## config.mk

```make
export PLATFORM = sky130hd
export DESIGN_NAME = pwfp_drain
export DESIGN_NICKNAME = d
export VERILOG_FILES = /design/src/hw/rtl/pwfp_pkg.sv /design/src/hw/rtl/pwfp_drain.sv
export SDC_FILE = /design/constraint.sdc
export NUM_CORES = 1
export LEC_CHECK = 0
export BUFFER_PORTS_ARGS = -buffer_cell sky130_fd_sc_hd__buf_2
export CAP_MARGIN = 30
export CORE_ASPECT_RATIO = 2
export CORE_MARGIN = 2
export CORE_UTILIZATION = 29
export CTS_BUF_LIST = sky130_fd_sc_hd__clkbuf_8 sky130_fd_sc_hd__clkbuf_16
export CTS_CLUSTER_DIAMETER = 60
export DETAILED_ROUTE_END_ITERATION = 10
export REMOVE_ABC_BUFFERS = 1
export SYNTH_ARGS = -nofsm -noshare
export SYNTH_HDL_FRONTEND = slang
export SYNTH_SLANG_ARGS = --single-unit
```

## constraint.sdc

```tcl
create_clock -name clk -period 5.7 [get_ports clk]
set_input_delay 0.855 -clock clk [delete_from_list [all_inputs] [get_ports clk]]
set_output_delay 0.855 -clock clk [all_outputs]
set_load 0.05 [all_outputs]
```

## src/hw/rtl/pwfp_pkg.sv

```systemverilog
// Shared sizes, codes and beat types of the feature projection block.
// No dependencies; every module file imports it.
package pwfp_pkg;

  localparam int CHANNELS   = 4;
  localparam int WINDOW     = 32;
  localparam int COMPONENTS = 3;
  localparam int SAMPLES    = 64;

  // field widths fixed by the interface
  localparam int CH_W   = 2;
  localparam int POS_W  = 6;
  localparam int COMP_W = 2;
  localparam int TV_W   = 24;
  localparam int SMP_W  = 16;
  localparam int FEAT_W = 32;
  localparam int FIDX_W = 4;

  // datapath widths
  localparam int MEAN_W = 24;
  localparam int COEF_W = 16;
  localparam int X_W    = 25;
  localparam int PROD_W = X_W + COEF_W;
  localparam int ACC_W  = 48;
  localparam int RND_SH = 23;

  localparam int TBL_DEPTH = CHANNELS * WINDOW;
  localparam int TBL_AW    = (TBL_DEPTH > 1) ? $clog2(TBL_DEPTH) : 1;
  localparam int CHN_AW    = (CHANNELS > 1) ? $clog2(CHANNELS) : 1;
  localparam int CMP_AW    = (COMPONENTS > 1) ? $clog2(COMPONENTS) : 1;
  localparam int NCH_W     = $clog2(CHANNELS + 1);
  localparam int NCMP_W    = $clog2(COMPONENTS + 1);
  localparam int WLEN_W    = $clog2(WINDOW + 1);

  // configuration port
  localparam int CFG_IDX_W  = 3;
  localparam int CFG_DATA_W = 6;
  localparam logic [CFG_IDX_W-1:0] CFG_CENTERED   = 3'd0;
  localparam logic [CFG_IDX_W-1:0] CFG_WIN_START  = 3'd1;
  localparam logic [CFG_IDX_W-1:0] CFG_WIN_LENGTH = 3'd2;
  localparam logic [CFG_IDX_W-1:0] CFG_COMPONENTS = 3'd3;
  localparam logic [CFG_IDX_W-1:0] CFG_CHANNELS   = 3'd4;

  // input actions
  localparam logic [1:0] ACT_MEAN   = 2'd0;
  localparam logic [1:0] ACT_COEF   = 2'd1;
  localparam logic [1:0] ACT_SAMPLE = 2'd2;

  typedef struct packed {
    logic [1:0]               action;
    logic [CH_W-1:0]          channel;
    logic [POS_W-1:0]         position;
    logic [COMP_W-1:0]        component;
    logic signed [TV_W-1:0]   table_value;
    logic signed [SMP_W-1:0]  sample;
    logic                     last;
  } in_item_t;

  typedef struct packed {
    logic signed [FEAT_W-1:0] feature;
    logic [FIDX_W-1:0]        feature_index;
    logic                     run_end;
  } out_item_t;

  // control of one sample travelling down the MAC pipeline
  typedef struct packed {
    logic              valid;
    logic              hit;
    logic [CHN_AW-1:0] ch;
    logic              last;
  } smp_ctl_t;

  typedef logic [ACC_W-1:0] acc_t;

endpackage

```

## src/hw/rtl/pwfp_drain.sv

```systemverilog
// Snapshot buffer of finished accumulators, rounding and the output register.
// Depends on pwfp_pkg; snapshots arrive from pwfp_mac.
module pwfp_drain (
  input  logic                          clk,
  input  logic                          rst_n,
  input  logic                          snap_load,
  input  pwfp_pkg::acc_t                snap [pwfp_pkg::CHANNELS][pwfp_pkg::COMPONENTS],
  input  logic [pwfp_pkg::NCH_W-1:0]    nch,
  input  logic [pwfp_pkg::NCMP_W-1:0]   ncomp,
  input  logic                          out_stall,
  output logic                          busy,
  output logic                          out_valid,
  output pwfp_pkg::out_item_t           out_data
);
  import pwfp_pkg::*;

  localparam int RND_W = ACC_W + 1 - RND_SH;

  acc_t              snap_r [CHANNELS][COMPONENTS];
  logic              busy_r;
  logic [CHN_AW-1:0] c_r;
  logic [CMP_AW-1:0] k_r;
  logic [FIDX_W-1:0] idx_r;
  logic              out_valid_r;
  out_item_t         out_data_r;

  logic              out_free;
  logic              step;
  logic              k_end;
  logic              c_end;
  acc_t              cur;
  acc_t              mag;
  logic [ACC_W:0]    mag_rnd;
  logic [FEAT_W-1:0] feat_mag;
  out_item_t         beat;

  // |acc| < 2^47 scaled by 2^-23 stays below 2^25, so the 32-bit clip never bites
  always_comb begin
    cur      = snap_r[c_r][k_r];
    mag      = cur[ACC_W-1] ? (~cur + ACC_W'(1)) : cur;
    mag_rnd  = {1'b0, mag} + (ACC_W + 1)'(1 << (RND_SH - 1));
    feat_mag = FEAT_W'(mag_rnd[ACC_W:RND_SH]);
    k_end    = (32'(k_r) + 1) == 32'(ncomp);
    c_end    = (32'(c_r) + 1) == 32'(nch);
    beat.feature       = cur[ACC_W-1] ? -feat_mag : feat_mag;
    beat.feature_index = idx_r;
    beat.run_end       = k_end && c_end;
  end

  assign out_free = !out_valid_r || !out_stall;
  assign step     = busy_r && out_free;

  always_ff @(posedge clk) begin
    if (!rst_n) begin
      busy_r      <= 1'b0;
      c_r         <= '0;
      k_r         <= '0;
      idx_r       <= '0;
      out_valid_r <= 1'b0;
    end else begin
      if (snap_load) begin
        busy_r <= 1'b1;
        c_r    <= '0;
        k_r    <= '0;
        idx_r  <= '0;
      end else if (step) begin
        idx_r <= idx_r + FIDX_W'(1);
        if (k_end) begin
          k_r <= '0;
          if (c_end) begin
            busy_r <= 1'b0;
          end else begin
            c_r <= c_r + CHN_AW'(1);
          end
        end else begin
          k_r <= k_r + CMP_AW'(1);
        end
      end
      if (step) begin
        out_valid_r <= 1'b1;
      end else if (out_free) begin
        out_valid_r <= 1'b0;
      end
    end
  end

  always_ff @(posedge clk) begin
    if (snap_load) begin
      snap_r <= snap;
    end
    if (step) begin
      out_data_r <= beat;
    end
  end

  assign busy      = busy_r;
  assign out_valid = out_valid_r;
  assign out_data  = out_data_r;

endmodule

```

==> results.toml, run 1 <==
[layout]
area_growth_pct = 29.0
drive_gt1_frac = 0.415
fin_cells = 3536
finalNetCount = 2889
layout_commonest_cell = "buf_2"
fin_area_mm2 = 0.0333
most-common-layout-cells = "622 x buf_2, 613 x edfxtp_1, 134 x buf_4, 93 x mux2i_1, 75 x nor2_1"

[die]
core_mm2 = 0.0881
die-area_mm2 = 0.0915
die-width_um = 215
die_h_um = 426
num_rows = 154
io_pins = 624
initial_utilization = 0.293

[clock_tree]
cts_tree = "done"
clock_latency_ps = 640
cts_made_buffers = 57
cts_root_buf = "clkbuf_16"
holdBufCountCts = 0
clk_transition_reported_paths_ps = 70
cts.path.max_buffers = 3
clock_sinks = 623
ctsHtreeMaxLevel = 2

[drt]
postRouteAntennaNets = 0
wire_per_inst_um = 22.4
vias_per_cell = 4.76
drt-pass1-iter-count = 5
wl_um = 79300
drtIter0Drc = 1012
vias = 16800
drcViolationCount = 0

[logic_synthesis]
synth_top_area_share = 0.713
ys_seq_area_frac = 0.721
synth_edf_count = 613
ys_warn_count = 0
synth_area_mm2 = 0.0258
synth_top_area_cell = "edfxtp_1"
ys_seq_elements = 623
synth_cells = 1549
async_reset_ff_frac = 0
yosys-top-cells-area = "edfxtp_1 71%, mux4_2 5.1%, mux2i_1 3.6%, xnor2_1 1.9%, nor2_1 1.1%"
synth_cell_types = 84
synth-main-ff-cell = "edfxtp_1"
postSynthAreaPerCell_um2 = 16.7

[placement]
globalplace.congestion = 0.857
dp_slack_ps = -31.2
dp_hpwl_um = 61200
numPortBuffers = 623
place_inst = 3403
place_area_mm2 = 0.0312

[worst_setup_path]
crit_arrival_ps = 5860
r2r_start = "c_r[0]$_SDFFE_PP0P_"
startpoint = "c_r[0]$_SDFFE_PP0P_"
reg2reg_depth = 24
cp-end-kind = "flip-flop"
cp-start-kind = "flip-flop"
path_class = "flip-flop to flip-flop"
critical_path_required_ps = 6080
cp_max_fo = 8

[sta]
slew_viol_final = 0
finalWorstSetupSlack_ps = 224
clock.fmax_mhz = 183
period_needed_ps = 5480
timing.slew.headroom = 0.334
fin_crit_sh = 0.961
fin_setup_tns_ps = 0
skew_ps = 21.2
hold_viol = 0
setup_violations = 0
tightest_slew_ps = 999

[power_and_ir_drop]
p_total_mw = 10.8
irDropWorstVdd_uv = 264
power.density_mw_per_mm2 = 323
leakagePower_nw = 12.2

[hold_path]
min-delay-start = "snap[110]"
hold_depth = 1
hold_class = "input pin to flip-flop"

[global_routing]
overflow = 0
antenna_found_initial = 26
grt_max_degree = 146
grt_use_total = 0.167
grt_pass1_vias = 18000
grt_pass1_wl_um = 113000

[job]
maxCapViolCount = 0

[run_status]
outcome = "finished, final reports clean"
-- cell usage after synthesis (19+ instances only) --
library cell  instances
o21ai_0              28
nor3_1               48
xnor2_1              55
clkbuf_1             29
a21oi_1              37
mux2i_1              93
nor2_1               76
a22oi_1              30
buf_2                20
nor3b_1              19
xor2_1               21
nand3_1              21
mux4_2               58
a31oi_1              30
nand2_1              64
edfxtp_1            613
-- state kept, by name, indices dropped and copies added (netlist names) --
register / cells
snap_r: 576
out_data: 37
idx_r: 4
c_r: 2
k_r: 2
busy: 1
out_valid: 1
-- area by class of cell --
type                       count  area [um2]
timing repair buffer         771        4390
inverter                       7        26.3
clock inverter                44         403
tap                         1170        1460
antenna                       20        50.0
fill                        8412       54800
sequential                   623       18600
clock buffer                  62        1500
multi-input combinational    839        6840
-- metal layers --
layer | wire length (um) | global-route usage
met2 | 43700 | 0.319
met4 | 2910 | 0.0795
met1 | 28200 | 0.176
met3 | 4450 | 0.0310
met5 | 73 | 0
-- worst max-delay path, stage by stage, from the launching register on --
cell       delay [ps]
dfxtp_4           460
clkbuf_4          240
or4b_2            600
a41o_1            300
nor3b_2           210
o211a_1           250
nand4_1           270
nor2_1            180
buf_4             130
a21oi_1            70
xnor2_1           160
ha_1              250
buf_4             140
nand2_1           120
buf_4             130
mux2i_1           100
buf_4             170
nor4_1            190
mux2_2            200
o2111ai_1         120
buf_4             180
a2111oi_4         290
buf_6             180
a31oi_1            90
xor2_1            160
-- cell families after synthesis --
| kind of cell | after synthesis | synth area share |
|---|---|---|
| XOR/XNOR | 76 | 0.0258 |
| multiplexers | 158 | 0.0897 |
| buffers and inverters | 87 | 0.0177 |
| AND/OR/NAND/NOR | 360 | 0.0755 |
| flip-flops | 623 | 0.721 |
| AO/OA/AOI/OAI | 240 | 0.0678 |
| adder cells (fa/ha/maj) | 5 | 0.00242 |
-- through the flow --
| step | utilization | hold WS, ps |
|---|---|---|
| floorplan | - | 428 |
| global placement | 0.354 | 438 |
| detailed placement | 0.354 | 460 |
| CTS | 0.376 | 331 |
| global route | 0.378 | 343 |
| finish | 0.378 | 387 |
-- final timing paths --
| path | to | slack, ps |
|---|---|---|
| setup / recovery | out_data[24]$_DFFE_PP_ | 220 |
| hold / removal | snap_r[110]$_DFFE_PP_ | 390 |
| setup reg to reg | out_data[24]$_DFFE_PP_ | 220 |
| hold reg to reg | out_data[4]$_DFFE_PP_ | 480 |
-- report_power, final --
group / total, mW / switching (mW) / leakage (nW) / internal [mW]
clock network: 3.86 / 1.76 / 0.948 / 2.10
logic: 1.33 / 0.768 / 5.14 / 0.561
registers: 5.58 / 0.117 / 6.07 / 5.46
-- repair_timing --
action                     CTS  global route
resized for setup            1            16
buffers inserted             0             7
setup endpoints to repair    6            18
pin swaps                    0             5
Note: power is estimated with default switching activity, not from simulation.
==> run 2: changes to the inputs <==
Clock period 5.7 ns to 4.44 ns, I/O delays scaled along.
==> run 2 against run 1 <==
The flow now finishes with violations (setup timing). Sequential cell count unchanged. Largest power group unchanged. Via count increased by 3.2%. Worst setup slack got worse by 760 ps. Critical path depth unchanged. Utilization increased by 2.2 points.
==> results.toml, run 2 (synthesis results as in run 1) <==
[drt]
drcViolationCount = 0
postRouteAntennaNets = 0
wire_per_inst_um = 22.1
vias_per_cell = 4.68
drt-pass1-iter-count = 5
wl_um = 82100
vias = 17400
drtIter0Drc = 836

[die]
core_mm2 = 0.0881
die-width_um = 215
die-area_mm2 = 0.0915
io_pins = 624
die_h_um = 426
num_rows = 154
initial_utilization = 0.293

[layout]
finalNetCount = 3072
layout_commonest_cell = "buf_2"
final_util = 0.400
most-common-layout-cells = "622 x buf_2, 613 x edfxtp_1, 287 x buf_4, 91 x mux2i_1, 71 x nor2_1"
num-fill-cells = 8206
area_growth_pct = 36.6
regMostFlops = "snap_r"
fin_area_mm2 = 0.0353
drive_gt1_frac = 0.480
fin_cells = 3711
largest_reg_flops = 576

[run_status]
outcome = "finished, violations left"
violations = "setup timing"

[global_routing]
use_met3 = 0.0288
overflow = 0
grt.busiest_layer = "met2"
gr-usage-met1 = 0.182
grt_pass1_wl_um = 118000
grt_use_total = 0.175
grt_max_degree = 109
grt_pass1_vias = 18900
grt_use_met2 = 0.332
antenna_found_initial = 18

[clock_tree]
holdBufCountCts = 0
ctsHtreeMaxLevel = 2
clock_sinks = 623
cts_root_buf = "clkbuf_16"
clock_latency_ps = 630
clk_transition_reported_paths_ps = 70
cts_tree = "done"
cts_made_buffers = 55
cts.path.max_buffers = 3

[power_and_ir_drop]
netSwitchingPower_mw = 3.39
combinationalPowerShare = 0.145
leakagePower_nw = 13.2
power_frac_seq = 0.519
irDropWorstVdd_uv = 344
power_switching_share = 0.246
pwr-share-clk = 0.336
internal_power_mw = 10.4
power.density_mw_per_mm2 = 391
p_total_mw = 13.8

[sta]
period_needed_ps = 4980
whs_ps = 206
clock.fmax_mhz = 201
fin_crit_sh = 1.12
tightest_slew_ps = 836
timing.slew.headroom = 0.443
finalWorstSetupSlack_ps = -539
fin_setup_tns_ps = -9700
hold_viol = 0
setup_violations = 23
skew_ps = 21.7
slew_viol_final = 0
rsz0062_at_grt = "true"

[worst_setup_path]
path_cells = "buf_12, buf_16, nor3_4, a21oi_2, o41ai_2, buf_4, o211ai_1, or3_4, nor2_4, nor2_2, xnor2_1, ha_2, nor2b_4, nand3_2, mux2i_1, buf_4, o21bai_4, buf_12, a2111oi_4, xnor2_2, a2111oi_4, buf_6, a31oi_2, xnor2_1"
r2r_end = "out_data[26]$_DFFE_PP_"
r2r_slack_ps = -540
r2r_start = "c_r[0]$_SDFFE_PP0P_"
max_stage_delay_ps = 430
reg2reg_depth = 24
crit_family = "compound AO/OA/AOI/OAI gates"
crit_arrival_ps = 5350
crit_buf_inv = 6
critical_path_required_ps = 4810
cp-end-kind = "flip-flop"
cp-start-kind = "flip-flop"
cp_max_fo = 11
path_class = "flip-flop to flip-flop"
crit_slowest_cell = "or3_4"

[hold_path]
min-delay-start = "snap[455]"
hold_depth = 1
hold_class = "input pin to flip-flop"
hold_path_end = "snap_r[455]$_DFFE_PP_"

[job]
maxCapViolCount = 0

[placement]
dp_hpwl_um = 64000
numPortBuffers = 623
globalplace.congestion = 0.860
place_inst = 3568
dp_slack_ps = -1110
place_area_mm2 = 0.0325
[run 2: cell types whose count changed in the layout (fill, tap and decap cells not counted), moves of 5 or more]
cell      previous run  this run
clkbuf_8             5         0
buf_12              10        20
nand2_1             64        58
a31oi_1             29        21
a31oi_2              2         7
clkinv_1            10        15
buf_4              134       287
nor4_1              15        10
buf_6                2        22
nor3_1              47        42
[run 2: area by class of cell]
cell class              instances  area (um2)  area share
diodes                         16        40.0     0.00114
flip-flops and latches        623       18600       0.528
well taps                    1170        1460      0.0415
multi-input cells             839        7360       0.209
clock inverters                44         327     0.00926
inverters                       7        26.3    0.000745
repair buffers                956        6020       0.171
clock buffers                  56        1400      0.0397
[run 2: routing by layer]
layer	vias up	part of all wire	wire (um)
li1	8094	-	-
met1	8405	0.35	28800
met2	683	0.55	45100
met3	166	0.052	4240
met4	8	0.048	3930
met5	-	0.00068	56
[run 2: power groups by stage]
stage          clock network [mW]  registers [mW]  logic [mW]
6_report                     4.64            7.16        2.00
5_1_grt                      4.97            7.20        2.16
4_1_cts                      4.78            7.17        1.97
3_5_place_dp                    0            7.29        1.89
3_3_place_gp                    0            7.27        1.87
2_1_floorplan                   0            7.39       0.706
[run 2: what timing repair did]
action | in CTS | in global routing
setup buffers | 19 | 11
gates resized for setup | 89 | 53
gates cloned | 2 | 0
setup endpoints to repair | 29 | 29
pin swaps | 32 | 27
[run 2: worst max-delay path by stage]
stage	slack (ps)	to	start	cells after the start
finish	-540	out_data[26]$_DFFE_PP_	c_r[0]$_SDFFE_PP0P_	24
global route	-890	out_data[28]$_DFFE_PP_	c_r[0]$_SDFFE_PP0P_	23
CTS	-620	out_data[24]$_DFFE_PP_	c_r[0]$_SDFFE_PP0P_	23
detailed placement	-1110	out_data[26]$_DFFE_PP_	k_r[0]$_SDFFE_PP0P_	20
global placement	-1060	out_data[35]$_SDFFCE_PN0P_	c_r[0]$_SDFFE_PP0P_	21
floorplan	-8920	out_data[31]$_SDFFCE_PN0P_	c_r[0]$_SDFFE_PP0P_	11
[run 2: worst register-to-register path, delay by kind of cell, from the launching register on]
kind            cells  cell delay [ps]
mux                 1              170
fa+ha+maj           1              230
flops               1              410
xor+xnor            3              480
simple gates        6             1040
buf+inv             6             1000
compound gates      7             1390
==> run 3: changes to the inputs <==
Settings changed: SKIP_LAST_GASP set to 1.
==> run 3 against run 2 <==
The flow still finishes with violations (setup timing). Hold slack got worse by 0.95 ps. Largest power group unchanged. Clock skew fell by 1.2 ps. Clock-buffer cell count did not move. Utilization barely moved. Sequential share of layout area barely moved.
==> results.toml, run 3 (synthesis results as in run 1) <==
[sta]
fin_crit_sh = 1.12
skew_ps = 20.5
fin_setup_tns_ps = -9790
timing.slew.headroom = 0.440
slew_viol_final = 0
clock.fmax_mhz = 201
rsz0062_at_grt = "true"
setup_violations = 23
tightest_slew_ps = 840
finalWorstSetupSlack_ps = -529
hold_viol = 0
period_needed_ps = 4970

[layout]
finalNetCount = 3074
num-fill-cells = 8209
fin_cells = 3713
drive_gt1_frac = 0.479
largest_reg_flops = 576
area_growth_pct = 36.5
regMostFlops = "snap_r"
most-common-layout-cells = "622 x buf_2, 613 x edfxtp_1, 294 x buf_4, 92 x mux2i_1, 71 x nor2_1"
layout_commonest_cell = "buf_2"
regArea_mm2 = 0.0186
final_util = 0.400
multi_input_area_mm2 = 0.00733

[clock_tree]
cts.path.max_buffers = 3
cts_made_buffers = 55
clock_sinks = 623
clk_transition_reported_paths_ps = 70
cts_root_buf = "clkbuf_16"
clock_latency_ps = 630
ctsHtreeMaxLevel = 2
cts_tree = "done"

[global_routing]
gr-usage-met1 = 0.182
grt_use_met2 = 0.332
grt_max_degree = 109
grt_pass1_wl_um = 118000
overflow = 0
grt_pass1_vias = 18900
use_met3 = 0.0288
grt.busiest_layer = "met2"
antenna_found_initial = 18
grt_use_total = 0.175

[power_and_ir_drop]
power_frac_seq = 0.519
netSwitchingPower_mw = 3.39
internal_power_mw = 10.4
power_switching_share = 0.246
irDropWorstVdd_uv = 342
power.density_mw_per_mm2 = 392
pwr-share-clk = 0.336
combinationalPowerShare = 0.144
leakagePower_nw = 13.2

[placement]
dp_hpwl_um = 64000
place_inst = 3568
globalplace.congestion = 0.860
numPortBuffers = 623

[drt]
drtIter0Drc = 877
vias_per_cell = 4.69
drcViolationCount = 0
vias = 17400
wl_um = 82200
wire_per_inst_um = 22.2
postRouteAntennaNets = 0
drt-pass1-iter-count = 5

[worst_setup_path]
crit_arrival_ps = 5340
path_class = "flip-flop to flip-flop"
critical_path_required_ps = 4810
cp-end-kind = "flip-flop"
cp_max_fo = 11
cp-start-kind = "flip-flop"

[die]
num_rows = 154
core_mm2 = 0.0881
die_h_um = 426
die-area_mm2 = 0.0915
initial_utilization = 0.293
die-width_um = 215
io_pins = 624

[hold_path]
hold_class = "input pin to flip-flop"

[run_status]
violations = "setup timing"
outcome = "finished, violations left"

[job]
maxCapViolCount = 0
==> run 3: path summary, 6_finish.rpt <==
kind                                             from                      to  slack [ps]  cells past startpoint
worst max-delay path              c_r[0]$_SDFFE_PP0P_  out_data[28]$_DFFE_PP_        -530                     23
worst min-delay path                        snap[562]   snap_r[562]$_DFFE_PP_         200                      1
worst max register to register    c_r[0]$_SDFFE_PP0P_  out_data[28]$_DFFE_PP_        -530                     23
worst min register to register  idx_r[3]$_SDFFE_PP0P_   out_data[4]$_DFFE_PP_         470                      0
==> run 3: final cells by class <==
cell class,instances,area share
Antenna cell,16,0.00114
Clock buffer,56,0.0398
Clock inverter,44,0.00927
Inverter,7,0.000746
Multi-Input combinational cell,839,0.208
Sequential cell,623,0.528
Tap cell,1170,0.0415
Timing Repair Buffer,958,0.171
==> run 3: routing by layer <==
layer  vias up  part of all wire
li1       8102                 -
met1      8455              0.35
met2       689              0.55
met3       174             0.052
met4         8             0.049
met5         -           0.00068
==> run 3: critical path, stage by stage (launching register included) <==
cell and delay (ps):
dfxtp_4 410, buf_12 160, buf_16 150, nor3_4 190
a21oi_2 50, o41ai_2 370, buf_4 170, o211ai_1 110
or3_4 430, nor2_4 150, nor2_2 50, xnor2_1 180
ha_2 220, nor2b_4 160, nand3_2 60, mux2i_1 170
buf_4 140, o21ba_4 180, nand2_1 80, a2111o_1 490
a2111oi_4 310, buf_6 190, a31oi_1 110, xnor2_1 140
==> run 3: power by group through the flow <==
stage / registers (mW) / clock network [mW] / logic [mW]
2_1_floorplan: 7.39 / 0 / 0.706
3_3_place_gp: 7.27 / 0 / 1.87
3_5_place_dp: 7.29 / 0 / 1.89
4_1_cts: 7.17 / 4.78 / 1.97
5_1_grt: 7.20 / 4.97 / 2.15
6_report: 7.16 / 4.64 / 1.99
==> run 3: timing repair <==
item,in CTS,in global routing
endpoints found under the setup margin,29,29
pin swaps,32,23
hold buffers,0,0
cloned,2,1
buffers inserted,19,10
gates resized for setup,87,41
==> run 3: per-stage QoR <==
stage               cell area, um2  total power [mW]  setup WS (ps)  hold slack [ps]
global placement             32500              9.14          -1060              440
CTS                          34900              13.9           -619              149
floorplan                    25400              8.10          -8920              428
global route                 35200              14.3           -891              168
detailed placement           32500              9.18          -1110              462
finish                       35200              13.8           -529              205
